<file path="src/sv/grid_delay_word_encoder_core_assert.svh">
// Assertion macros shared by the grid delay word encoder RTL.
`ifndef GRID_DELAY_WORD_ENCODER_CORE_ASSERT_SVH
`define GRID_DELAY_WORD_ENCODER_CORE_ASSERT_SVH

// The consequent must hold in the same cycle as the antecedent.
`define GDWE_ASSERT_SAME(label, clk, rst_n, ante, cons) \
    label: assert property (@(posedge clk) disable iff (!rst_n) (ante) |-> (cons)) \
        else $error("grid delay word encoder check failed");

// The consequent must hold in the cycle after the antecedent.
`define GDWE_ASSERT_NEXT(label, clk, rst_n, ante, cons) \
    label: assert property (@(posedge clk) disable iff (!rst_n) (ante) |=> (cons)) \
        else $error("grid delay word encoder check failed");

`endif

</file>
<file path="src/sv/gdwe_pkg.sv">
// Package with the word types and constants of the grid delay word encoder.
package gdwe_pkg;

    localparam int unsigned GRID_W      = 10;
    localparam int unsigned TICK_W      = 32;
    localparam int unsigned REPS_W      = 22;
    localparam int unsigned DUR_W       = 11;
    localparam int unsigned RCOUNT_W    = 16;
    localparam int unsigned DIV_STEPS   = 32;
    localparam int unsigned CNT_W       = 5;
    localparam int unsigned PADDR_W     = 3;
    localparam int unsigned PDATA_W     = 32;

    localparam logic [GRID_W-1:0] GRID_RESET = 10'd32;

    localparam logic REG_GRID_PERIOD = 1'b0;

    localparam logic OP_ADD   = 1'b0;
    localparam logic OP_FLUSH = 1'b1;

    localparam logic [1:0] KIND_DURATION  = 2'd0;
    localparam logic [1:0] KIND_REPEAT    = 2'd1;
    localparam logic [1:0] KIND_VIOLATION = 2'd2;

    typedef struct packed {
        logic              opcode;
        logic [TICK_W-1:0] tick_count;
    } t_in_word;

    typedef struct packed {
        logic [1:0]          word_kind;
        logic [RCOUNT_W-1:0] repeat_count;
        logic [DUR_W-1:0]    duration;
        logic                overflow_seen;
        logic                last_word;
    } t_out_word;

endpackage

</file>
<file path="src/sv/grid_delay_word_encoder_core.sv">
// Top level of the grid delay word encoder: accumulator, divider sequencer and word output.

// An add word passes through the idle, cap and execute states before the input is ready;
// a flush of an empty accumulator takes the same path. A flush that yields words uses the cap
// and execute states for the cap and the checks, then a one-bit-per-cycle restoring divider
// and an adjust state for the quotient (both skipped for a timing violation), and then one
// result word per cycle while the output register is free; up to MAX_REPEAT_WORDS + 1 words
// come from one flush. The input is not ready until the last word of a flush has been placed
// in the output register. The grid period register sits at byte address 0 of the APB port.
module grid_delay_word_encoder_core
    import gdwe_pkg::*;
#(
    parameter int unsigned MAX_REPEAT_WORDS     = 62,
    parameter int unsigned MAX_REPEATS_PER_WORD = 65530
) (
    input  logic               i_clk,
    input  logic               i_rst_n,
    input  logic               i_in_valid,
    output logic               o_in_ready,
    input  t_in_word           i_in_word,
    output logic               o_out_valid,
    input  logic               i_out_ready,
    output t_out_word          o_out_word,
    input  logic               psel,
    input  logic               penable,
    input  logic               pwrite,
    input  logic [PADDR_W-1:0] paddr,
    input  logic [PDATA_W-1:0] pwdata,
    output logic [PDATA_W-1:0] prdata,
    output logic               pready
);

    localparam logic [REPS_W-1:0] CapPeriods = REPS_W'(MAX_REPEAT_WORDS * MAX_REPEATS_PER_WORD);
    localparam logic [REPS_W-1:0] MaxRep     = REPS_W'(MAX_REPEATS_PER_WORD);

    typedef enum logic [5:0] {
        ST_IDLE = 6'b000001,
        ST_CAP  = 6'b000010,
        ST_EXEC = 6'b000100,
        ST_DIV  = 6'b001000,
        ST_ADJ  = 6'b010000,
        ST_EMIT = 6'b100000
    } t_state;

    t_state              r_state, n_state;
    logic [GRID_W-1:0]   r_grid;
    logic [TICK_W-1:0]   r_pending, n_pending;
    logic                r_ovf, n_ovf;
    logic [TICK_W-1:0]   r_cap, n_cap;
    logic                r_op, n_op;
    logic [TICK_W-1:0]   r_tick, n_tick;
    logic [TICK_W-1:0]   r_quot, n_quot;
    logic [GRID_W-1:0]   r_rem, n_rem;
    logic [CNT_W-1:0]    r_cnt, n_cnt;
    logic [REPS_W-1:0]   r_reps, n_reps;
    logic [DUR_W-1:0]    r_extra, n_extra;
    logic                r_single, n_single;
    logic                r_viol, n_viol;
    logic                r_out_valid, n_out_valid;
    t_out_word           r_out, n_out;

    logic [GRID_W-1:0]   w_geff;
    logic [TICK_W-1:0]   w_cap_prod;
    logic [TICK_W:0]     w_sum;
    logic [TICK_W-1:0]   w_dur;
    logic [GRID_W:0]     w_trial;
    logic                w_qbit;
    logic [REPS_W-1:0]   w_qadj;
    logic [REPS_W-1:0]   w_chunk;
    logic [REPS_W-1:0]   w_left;
    logic                w_slot_free;
    logic                w_cfg_write;

    assign w_geff      = (r_grid == '0) ? GRID_W'(1) : r_grid;
    assign w_cap_prod  = TICK_W'({{(TICK_W-REPS_W){1'b0}}, CapPeriods}
                                 * {{(TICK_W-GRID_W){1'b0}}, w_geff});
    assign w_sum       = {1'b0, r_pending} + {1'b0, r_tick};
    assign w_dur       = (r_pending > r_cap) ? r_cap : r_pending;
    assign w_trial     = {r_rem, r_quot[TICK_W-1]};
    assign w_qbit      = (w_trial >= {1'b0, w_geff});
    assign w_qadj      = (r_rem != '0) ? (r_quot[REPS_W-1:0] - REPS_W'(1)) : r_quot[REPS_W-1:0];
    assign w_chunk     = (r_reps > MaxRep) ? MaxRep : r_reps;
    assign w_left      = r_reps - w_chunk;
    assign w_slot_free = !r_out_valid || i_out_ready;
    assign w_cfg_write = psel && penable && pwrite && (paddr[PADDR_W-1] == REG_GRID_PERIOD);

    assign o_in_ready  = (r_state == ST_IDLE);
    assign o_out_valid = r_out_valid;
    assign o_out_word  = r_out;
    assign pready      = 1'b1;
    assign prdata      = (paddr[PADDR_W-1] == REG_GRID_PERIOD) ? PDATA_W'(r_grid) : '0;

    always_comb begin
        n_state     = r_state;
        n_pending   = r_pending;
        n_ovf       = r_ovf;
        n_cap       = r_cap;
        n_op        = r_op;
        n_tick      = r_tick;
        n_quot      = r_quot;
        n_rem       = r_rem;
        n_cnt       = r_cnt;
        n_reps      = r_reps;
        n_extra     = r_extra;
        n_single    = r_single;
        n_viol      = r_viol;
        n_out       = r_out;
        n_out_valid = r_out_valid && !i_out_ready;
        unique case (r_state)
            ST_IDLE: begin
                if (i_in_valid) begin
                    n_op    = i_in_word.opcode;
                    n_tick  = i_in_word.tick_count;
                    n_state = ST_CAP;
                end
            end
            ST_CAP: begin
                n_cap   = w_cap_prod;
                n_state = ST_EXEC;
            end
            ST_EXEC: begin
                if (r_op == OP_ADD) begin
                    if (w_sum > {1'b0, r_cap}) begin
                        n_pending = r_cap;
                        n_ovf     = 1'b1;
                    end else begin
                        n_pending = w_sum[TICK_W-1:0];
                    end
                    n_state = ST_IDLE;
                end else if (r_pending == '0) begin
                    n_state = ST_IDLE;
                end else begin
                    if (r_pending > r_cap) begin
                        n_ovf = 1'b1;
                    end
                    n_pending = '0;
                    n_quot    = w_dur;
                    n_rem     = '0;
                    n_cnt     = '0;
                    n_single  = 1'b0;
                    n_reps    = '0;
                    n_extra   = '0;
                    if (w_dur < TICK_W'(w_geff)) begin
                        n_viol  = 1'b1;
                        n_state = ST_EMIT;
                    end else begin
                        n_viol  = 1'b0;
                        n_state = ST_DIV;
                    end
                end
            end
            ST_DIV: begin
                n_rem  = w_qbit ? GRID_W'(w_trial - {1'b0, w_geff}) : w_trial[GRID_W-1:0];
                n_quot = {r_quot[TICK_W-2:0], w_qbit};
                n_cnt  = r_cnt + CNT_W'(1);
                if (r_cnt == CNT_W'(DIV_STEPS - 1)) begin
                    n_state = ST_ADJ;
                end
            end
            ST_ADJ: begin
                n_extra = (r_rem != '0) ? ({1'b0, r_rem} + {1'b0, w_geff}) : '0;
                if (w_qadj == REPS_W'(1)) begin
                    n_single = 1'b1;
                    n_reps   = '0;
                end else begin
                    n_single = 1'b0;
                    n_reps   = w_qadj;
                end
                n_state = ST_EMIT;
            end
            ST_EMIT: begin
                if (w_slot_free) begin
                    n_out_valid         = 1'b1;
                    n_out.overflow_seen = r_ovf;
                    n_out.repeat_count  = '0;
                    priority if (r_viol) begin
                        n_out.word_kind = KIND_VIOLATION;
                        n_out.duration  = r_quot[DUR_W-1:0];
                        n_out.last_word = 1'b1;
                        n_viol          = 1'b0;
                        n_state         = ST_IDLE;
                    end else if (r_single) begin
                        n_out.word_kind = KIND_DURATION;
                        n_out.duration  = {1'b0, w_geff};
                        n_out.last_word = (r_extra == '0);
                        n_single        = 1'b0;
                        if (r_extra == '0) begin
                            n_state = ST_IDLE;
                        end
                    end else if (r_reps != '0) begin
                        n_out.word_kind    = KIND_REPEAT;
                        n_out.repeat_count = w_chunk[RCOUNT_W-1:0];
                        n_out.duration     = {1'b0, w_geff};
                        n_out.last_word    = (w_left == '0) && (r_extra == '0);
                        n_reps             = w_left;
                        if ((w_left == '0) && (r_extra == '0)) begin
                            n_state = ST_IDLE;
                        end
                    end else begin
                        n_out.word_kind = KIND_DURATION;
                        n_out.duration  = r_extra;
                        n_out.last_word = 1'b1;
                        n_extra         = '0;
                        n_state         = ST_IDLE;
                    end
                end
            end
            default: begin
                n_state = ST_IDLE;
            end
        endcase
    end

    always_ff @(posedge i_clk) begin
        if (!i_rst_n) begin
            r_state     <= ST_IDLE;
            r_grid      <= GRID_RESET;
            r_pending   <= '0;
            r_ovf       <= 1'b0;
            r_out_valid <= 1'b0;
            r_single    <= 1'b0;
            r_viol      <= 1'b0;
            r_reps      <= '0;
            r_extra     <= '0;
            r_cnt       <= '0;
        end else begin
            r_state     <= n_state;
            r_pending   <= n_pending;
            r_ovf       <= n_ovf;
            r_out_valid <= n_out_valid;
            r_single    <= n_single;
            r_viol      <= n_viol;
            r_reps      <= n_reps;
            r_extra     <= n_extra;
            r_cnt       <= n_cnt;
            if (w_cfg_write) begin
                r_grid <= pwdata[GRID_W-1:0];
            end
        end
    end

    always_ff @(posedge i_clk) begin
        r_cap  <= n_cap;
        r_op   <= n_op;
        r_tick <= n_tick;
        r_quot <= n_quot;
        r_rem  <= n_rem;
        r_out  <= n_out;
    end

`include "grid_delay_word_encoder_core_assert.svh"

    `GDWE_ASSERT_SAME(a_div_rem_below_grid, i_clk, i_rst_n,
        (r_state == ST_DIV), (r_rem < w_geff))
    `GDWE_ASSERT_SAME(a_repeat_count_in_range, i_clk, i_rst_n,
        (r_out_valid && (r_out.word_kind == KIND_REPEAT)),
        ((r_out.repeat_count != '0) && ({6'b0, r_out.repeat_count} <= MaxRep)))
    `GDWE_ASSERT_SAME(a_violation_is_last, i_clk, i_rst_n,
        (r_out_valid && (r_out.word_kind == KIND_VIOLATION)), r_out.last_word)
    `GDWE_ASSERT_NEXT(a_overflow_sticky, i_clk, i_rst_n, r_ovf, r_ovf)

endmodule
</file>
<file path="config.mk">
export PLATFORM = sky130hd
export DESIGN_NAME = grid_delay_word_encoder_core
export DESIGN_NICKNAME = d
export VERILOG_FILES = /design/src/sv/gdwe_pkg.sv /design/src/sv/grid_delay_word_encoder_core.sv
export VERILOG_INCLUDE_DIRS = /design/src /design/src/sv
export SDC_FILE = /design/constraint.sdc
export NUM_CORES = 1
export LEC_CHECK = 0
export ABC_CLOCK_PERIOD_IN_PS = 6400
export BUFFER_PORTS_ARGS = -buffer_cell sky130_fd_sc_hd__buf_2
export CORE_MARGIN = 4
export CORE_UTILIZATION = 50
export CTS_CLUSTER_DIAMETER = 200
export CTS_CLUSTER_SIZE = 24
export DETAILED_ROUTE_END_ITERATION = 16
export HOLD_SLACK_MARGIN = 0.12
export PLACE_DENSITY = 0.71
export SLEW_MARGIN = 20
export SYNTH_ARGS = -nofsm -noshare
export SYNTH_HDL_FRONTEND = slang
export SYNTH_SLANG_ARGS = --single-unit
</file>
<file path="constraint.sdc">
create_clock -name i_clk -period 6.4 [get_ports i_clk]
set_input_delay 0.96 -clock i_clk [delete_from_list [all_inputs] [get_ports i_clk]]
set_output_delay 0.96 -clock i_clk [all_outputs]
set_load 0.1 [all_outputs]
</file>
==> results.py, run 1 <==
metrics = {
    "clock_tree": {
        "clock_sinks": 226,
        "cts.path.max_buffers": 3,
        "cts_h_tree_lvls": 1,
        "clock-root-buffer": "sky130_fd_sc_hd__clkbuf_16",
        "clkLatencyLatePin_ns": 0.52,
        "cts_tree": "yes",
        "clk_pin_slew_worst_paths_ns": 0.10,
        "cts-buffers-inserted": 13,
    },
    "timing": {
        "slew_violations": 0,
        "achievable-frequency_mhz": 162.6,
        "report.final.setup_viol": 0,
        "final_min_period_over_clock_period_pct": 96.10,
        "fin_crit_period_ns": 6.151,
        "fin_worst_hold_slack_ns": 0.4540,
        "final-hold-violation-count": 0,
        "fin_skew_ns": 0.04934,
        "relSlewSlack_pct": 25.39,
        "max_slew.worst_pin.slew_ns": 1.115,
    },
    "yosys": {
        "synth-edff-count": 136,
        "syn_area_um2": 18830,
        "yosysTopAreaCell": "sky130_fd_sc_hd__edfxtp_1",
        "synth.yosys.warnings": 0,
        "post-synth-top-area-fraction_pct": 21.68,
        "postSynth.asyncResetShare_pct": 0,
        "postSynthCellCount": 2077,
        "synth.yosys.seq_area_share_pct": 31.25,
        "ys_ff_latch": 226,
        "synth_cell_types": 92,
        "dominant_register_cell_in_the_synthesized_netlist": "sky130_fd_sc_hd__edfxtp_1",
        "synthesis.area_per_instance_um2": 9.068,
        "yosys-top-cells-area": "sky130_fd_sc_hd__edfxtp_1, sky130_fd_sc_hd__ha_1, sky130_fd_sc_hd__dfxtp_1",
    },
    "global_routing": {
        "wire_length_of_the_first_global_routing_pass_um": 80400,
        "grt.overflow.total": 0,
        "overall_global_routing_resource_usage_pct": 24.03,
        "grt_start_max_net_pins": 61,
        "antenna_violations_before_repair": 0,
        "grt_pass1_vias": 14845,
    },
    "min_path": {
        "hold_class": "flip-flop to flip-flop",
    },
    "routing": {
        "met3WireLength_um": 2961,
        "route.detailed.drc": 0,
        "drt_iter0_markers": 1264,
        "route.final.wire_length_um": 50480,
        "wl_met2_um": 23680,
        "maxUsedRoutingLayer": "met4",
        "detail_route.first_pass.iterations": 6,
        "routed_wire_length_per_instance_um": 19.02,
        "detail_route.vias_per_cell": 5.860,
        "detailroute.via_count": 15552,
        "m1WireLength_um": 22360,
        "final_antenna_violating_net_count": 0,
    },
    "floorplanning": {
        "die_height_um": 202.1,
        "core_region_area_um2": 36870,
        "design.die.area_um2": 40840,
        "floorplan.die.width_um": 202.1,
        "top_level_ports": 141,
        "rows": 70,
        "start_util_pct": 51.08,
    },
    "worst_setup_path": {
        "start_kind": "flip-flop",
        "cp.required_ns": 6.62,
        "timing.critical_path.to_type": "flip-flop",
        "timing.critical_path.arrival_ns": 6.37,
        "critPathKind": "flip-flop to flip-flop",
        "timing.critical_path.fanout_max": 7,
    },
    "run": {
        "maxCapViolCount": 0,
    },
    "layout": {
        "layout.filler_cells": 3322,
        "layout_commonest_cell": "sky130_fd_sc_hd__inv_1",
        "mostFrequentLayoutCells": "sky130_fd_sc_hd__inv_1, sky130_fd_sc_hd__ha_1, sky130_fd_sc_hd__nand2_1, sky130_fd_sc_hd__nor2_1, sky130_fd_sc_hd__edfxtp_1",
        "area_growth_from_synthesis_to_layout_pct": 7.301,
        "nNetsFinal": 2495,
        "insertedDiodeCount": 0,
        "final_core_utilization_pct": 54.81,
        "drive_above_1_share_pct": 8.930,
        "multiInputGateArea_um2": 11780,
        "sequential_cell_area_um2": 5886,
    },
    "power": {
        "power.static_leakage_nw": 9.213,
        "power.total_mw": 3.546,
        "vdd_drop_max_mv": 0.1331,
        "p_per_area_nw_per_um2": 175.5,
    },
    "placed_design": {
        "numPortBuffers": 93,
        "hpwl_um": 39290,
        "routability_cong": 0.9643,
    },
    "run_status": {
        "status": "complete, no violations",
    },
}
[metal layers]
layer	GRT usage [%]	vias to the layer above
met2	40.31	488
met4	6.372	0
met3	2.358	99
li1	-	7496
met5	0	-
met1	33.48	7469
[cell type report]
| class | count | area share [%] |
|---|---|---|
| Clock buffer | 20 | 1.740 |
| Clock inverter | 2 | 0.1238 |
| Inverter | 211 | 3.919 |
| Multi-Input combinational cell | 1562 | 58.27 |
| Sequential cell | 226 | 29.12 |
| Tap cell | 504 | 3.120 |
| Timing Repair Buffer | 129 | 3.702 |
[timing repair]
action                     4_1_cts  5_1_grt
setup endpoints to repair        0        5
resized for setup                0       11
hold buffers                     0        0
buffers inserted                 0        2
[where the power goes]
part | leakage [nW] | switching, mW | internal [mW]
clock | 0.180 | 0.521 | 0.395
sequential | 2.10 | 0.0357 | 1.61
combinational | 6.93 | 0.607 | 0.375
[state kept, by name (all words and copies together), names as in the netlist]
signal	count
r_viol	1
r_extra	11
r_single	1
r_grid	10
r_ovf	1
r_op	1
r_rem	10
o_out_word	31
r_state	6
o_out_valid	1
r_pending	32
r_quot	32
r_cnt	5
r_reps	22
r_tick	32
r_cap	30
[kinds of logic (layout without fill, tap and decap cells)]
| logic type | Yosys count | in the layout | synth area share (%) |
|---|---|---|---|
| buf+inv | 311 | 362 | 6.975 |
| simple gates | 608 | 608 | 15.78 |
| flops | 226 | 226 | 31.25 |
| other cells | 2 | 24 | 0.03987 |
| xor+xnor | 91 | 91 | 4.232 |
| fa+ha+maj | 277 | 277 | 21.31 |
| compound gates | 523 | 523 | 18.29 |
| mux | 39 | 39 | 2.126 |
[critical path, cell delays in order (launching register included)]
cell and delay, ns:
sky130_fd_sc_hd__dfxtp_1 0.35, sky130_fd_sc_hd__inv_1 0.11, sky130_fd_sc_hd__ha_1 0.15, sky130_fd_sc_hd__nand4_1 0.08, sky130_fd_sc_hd__or3_4 0.36, sky130_fd_sc_hd__buf_4 0.17
sky130_fd_sc_hd__nand2_1 0.12, sky130_fd_sc_hd__fa_2 0.50, sky130_fd_sc_hd__buf_4 0.19, sky130_fd_sc_hd__fa_1 0.40, sky130_fd_sc_hd__fa_1 0.51, sky130_fd_sc_hd__inv_1 0.05
sky130_fd_sc_hd__fa_1 0.53, sky130_fd_sc_hd__inv_1 0.05, sky130_fd_sc_hd__fa_1 0.49, sky130_fd_sc_hd__inv_1 0.04, sky130_fd_sc_hd__ha_1 0.36, sky130_fd_sc_hd__a21o_1 0.21
sky130_fd_sc_hd__a21oi_1 0.14, sky130_fd_sc_hd__o21ai_0 0.12, sky130_fd_sc_hd__a21oi_2 0.20, sky130_fd_sc_hd__o221ai_2 0.16, sky130_fd_sc_hd__a211o_1 0.29, sky130_fd_sc_hd__a21oi_2 0.16
sky130_fd_sc_hd__xnor2_1 0.10
[per-stage QoR]
step	worst slack (ns)	instances	TNS (ns)	instance area (µm²)
final	0.2494	2654	0	20210
after global routing	-0.01143	2654	-0.01143	20210
after CTS	0.06314	2652	0	20160
after detailed placement	0.1098	2630	0	19780
after global placement	0.2500	2630	0	19780
after floorplan	0.05135	2099	0	18920
[path summary, 6_finish.rpt]
path | startpoint | endpoint | slack (ns) | depth (start not counted)
setup / recovery | r_grid[5] | r_cap[30] | 0.25 | 24
hold / removal | r_ovf | o_out_word[1] | 0.45 | 0
setup reg to reg | r_grid[5] | r_cap[30] | 0.25 | 24
hold reg to reg | r_ovf | o_out_word[1] | 0.45 | 0
[synthesized netlist by cell type, drive strengths merged (6+ instances only)]
master / count
o31ai: 11
o21bai: 12
dfxtp: 90
a22oi: 16
mux2i: 31
and3b: 6
ha: 204
nand3b: 10
xnor2: 55
nor3: 31
inv: 211
o21a: 28
a221oi: 8
clkbuf: 55
nor4: 37
a211oi: 17
mux2: 8
and2: 17
edfxtp: 136
nand3: 42
o21ai: 131
or3: 12
nand4b: 7
buf: 45
a21o: 38
a21boi: 21
nand2b: 16
and3: 18
a31oi: 17
fa: 73
xor2: 36
o311ai: 12
nor2: 154
o211ai: 10
a21oi: 133
a32oi: 7
nand2: 185
nor2b: 31
a221o: 7
nand4: 26
nor3b: 7
Power figures use the tool's default switching activity.
==> inputs of run 2 (changes only) <==
--- a/config.mk
+++ b/config.mk
@@ -9,12 +9,11 @@
 export ABC_CLOCK_PERIOD_IN_PS = 6400
 export BUFFER_PORTS_ARGS = -buffer_cell sky130_fd_sc_hd__buf_2
 export CORE_MARGIN = 4
-export CORE_UTILIZATION = 50
+export CORE_UTILIZATION = 45
 export CTS_CLUSTER_DIAMETER = 200
 export CTS_CLUSTER_SIZE = 24
 export DETAILED_ROUTE_END_ITERATION = 16
-export HOLD_SLACK_MARGIN = 0.12
-export PLACE_DENSITY = 0.71
+export HOLD_SLACK_MARGIN = 0.06
 export SLEW_MARGIN = 20
 export SYNTH_ARGS = -nofsm -noshare
 export SYNTH_HDL_FRONTEND = slang
==> run 2 against run 1 <==
Global-route usage down 1.7 points. Routed wire length up 1.6%. Utilization down 5.4 points. Worst hold slack better by 0.0055 ns. Setup slack better by 0.040 ns. Clock skew down 0.012 ns. Non-clock buffer count up 7. Design area up 0.46%. Sequential cell count unchanged. Sequential share of layout area down 0.13 points. Cell count up 1.3%. Fmax up 0.65%. Critical endpoint is now r_cap[31].
==> results.py, run 2 (synthesized netlist as in run 1, its figures left out) <==
metrics = {
    "floorplanning": {
        "floorplan.die.width_um": 212.6,
        "core_region_area_um2": 41110,
        "design.die.area_um2": 45190,
        "start_util_pct": 45.82,
        "rows": 74,
        "die_height_um": 212.6,
        "top_level_ports": 141,
    },
    "global_routing": {
        "grt_pass1_vias": 14789,
        "most_crowded_layer_gr": "met2",
        "met3_capacity_usage_during_global_routing_pct": 1.992,
        "antenna_violations_before_repair": 0,
        "met1_usage_pct": 30.72,
        "overall_global_routing_resource_usage_pct": 22.36,
        "grt_start_max_net_pins": 61,
        "grt.overflow.total": 0,
        "met2_usage_in_global_routing_pct": 39.07,
        "wire_length_of_the_first_global_routing_pass_um": 80960,
    },
    "timing": {
        "fin_skew_ns": 0.03707,
        "final-hold-violation-count": 0,
        "slew_violations": 0,
        "max_slew.worst_pin.slew_ns": 0.9962,
        "timing.final.ws_setup_ns": 0.2890,
        "achievable-frequency_mhz": 163.6,
        "report.final.setup_viol": 0,
        "fin_worst_hold_slack_ns": 0.4595,
        "setup_repair_after_global_routing_missed_its_margin": "false",
        "fin_crit_period_ns": 6.111,
        "setup_tns_ns": 0,
        "final_min_period_over_clock_period_pct": 95.48,
        "relSlewSlack_pct": 33.59,
    },
    "layout": {
        "final_core_utilization_pct": 49.39,
        "layout_top_registers": "r_pending x32, r_quot x32, r_tick x32",
        "nNetsFinal": 2502,
        "finish.cell_count_without_fillers": 2689,
        "cell_area_after_layout_um2": 20300,
        "layout_commonest_cell": "sky130_fd_sc_hd__inv_1",
        "mostFrequentLayoutCells": "sky130_fd_sc_hd__inv_1, sky130_fd_sc_hd__ha_1, sky130_fd_sc_hd__nand2_1, sky130_fd_sc_hd__nor2_1, sky130_fd_sc_hd__edfxtp_1",
        "insertedDiodeCount": 0,
        "area_growth_from_synthesis_to_layout_pct": 7.793,
        "drive_above_1_share_pct": 9.040,
    },
    "worst_setup_path": {
        "slowest_stage_cell_crit_path": "sky130_fd_sc_hd__fa_1",
        "start_kind": "flip-flop",
        "series_of_cell_instances_along_the_critical_path": "inv_1 > ha_1 > nand4_1 > or3_4 > buf_4 > nand2_1 > buf_4 > inv_1 > ha_1 > fa_1 > fa_1 > fa_1 > inv_1 > fa_1 > inv_1 > ha_1 > a21o_1 > a21o_1 > a21oi_1 > a21bo_2 > a311oi_2 > o21bai_1 > a21oi_1 > xnor2_1",
        "timing.critical_path.arrival_ns": 6.38,
        "critical-path-max-stage-delay_ns": 0.55,
        "timing.critical_path.to_type": "flip-flop",
        "timing.critical_path.fanout_max": 6,
        "cp.required_ns": 6.67,
        "critPathKind": "flip-flop to flip-flop",
    },
    "clock_tree": {
        "cts-buffers-inserted": 13,
        "clk_pin_slew_worst_paths_ns": 0.10,
        "clock_sinks": 226,
        "cts_h_tree_lvls": 1,
        "cts.path.max_buffers": 3,
        "clock-root-buffer": "sky130_fd_sc_hd__clkbuf_16",
        "clkLatencyLatePin_ns": 0.51,
        "cts_tree": "yes",
    },
    "routing": {
        "detailroute.via_count": 15345,
        "detail_route.first_pass.iterations": 5,
        "routed_wire_length_per_instance_um": 19.08,
        "final_antenna_violating_net_count": 0,
        "detail_route.vias_per_cell": 5.707,
        "route.final.wire_length_um": 51300,
        "drt_iter0_markers": 1026,
        "route.detailed.drc": 0,
    },
    "run_status": {
        "status": "complete, no violations",
    },
    "placed_design": {
        "hpwl_um": 40260,
        "pre_cts_slack_ns": 0.1263,
        "placed_cell_area_um2": 19880,
        "numPortBuffers": 93,
        "post-place-cells": 2666,
        "routability_cong": 0.9274,
    },
    "power": {
        "power.total_mw": 3.561,
        "p_per_area_nw_per_um2": 175.4,
        "vdd_drop_max_mv": 0.1269,
        "power.static_leakage_nw": 9.240,
    },
    "run": {
        "maxCapViolCount": 0,
    },
    "min_path": {
        "hold_class": "flip-flop to flip-flop",
    },
}
[run 2: cell types whose count changed in the layout (fill, tap and decap cells not counted), sizes merged]
cell	before	now
clkinv	0	1
buf	129	136
inv	213	212
[run 2: critical path, delay by kind of cell (launching register included)]
kind                       cells  cell delay (ns)
and+or+nand+nor                3             0.55
DFF                            1             0.33
xor gates and xnor gates       1             0.08
buffers and inverters          6             0.69
AOI/OAI and AO/OA              7             1.45
adders and majority gates      7             2.77
[run 2: cell type report]
class	instances	area, µm²
fill	4000	20810
tap	532	665.6
sequential	226	5886
inverter	211	792.0
clock inverter	2	25.02
timing repair buffer	136	800.8
multi-input combinational	1562	11780
clock buffer	20	351.6
[run 2: final timing paths]
path / from / endpoint / slack [ns] / depth (start not counted)
setup / recovery: r_grid[9] / r_cap[31] / 0.29 / 24
hold / removal: r_ovf / o_out_word[1] / 0.46 / 0
setup reg to reg: r_grid[9] / r_cap[31] / 0.29 / 24
hold reg to reg: r_ovf / o_out_word[1] / 0.46 / 0
[run 2: power breakdown]
group / switching, mW / internal, mW / total, mW / leakage, nW
clock: 0.517 / 0.395 / 0.911 / 0.180
combinational: 0.622 / 0.383 / 1.00 / 6.96
sequential: 0.0328 / 1.61 / 1.65 / 2.10
[run 2: per-layer routing]
metal,part of all wire [%],wire [µm]
met4,1.7,889
met2,49,24990
met3,4.1,2081
met5,0,0
met1,45,23330
[run 2: timing repair]
| action | in CTS | in global routing |
|---|---|---|
| resized for setup | 0 | 9 |
| buffers inserted | 0 | 1 |
| hold buffers | 0 | 0 |
| setup endpoints to repair | 0 | 9 |
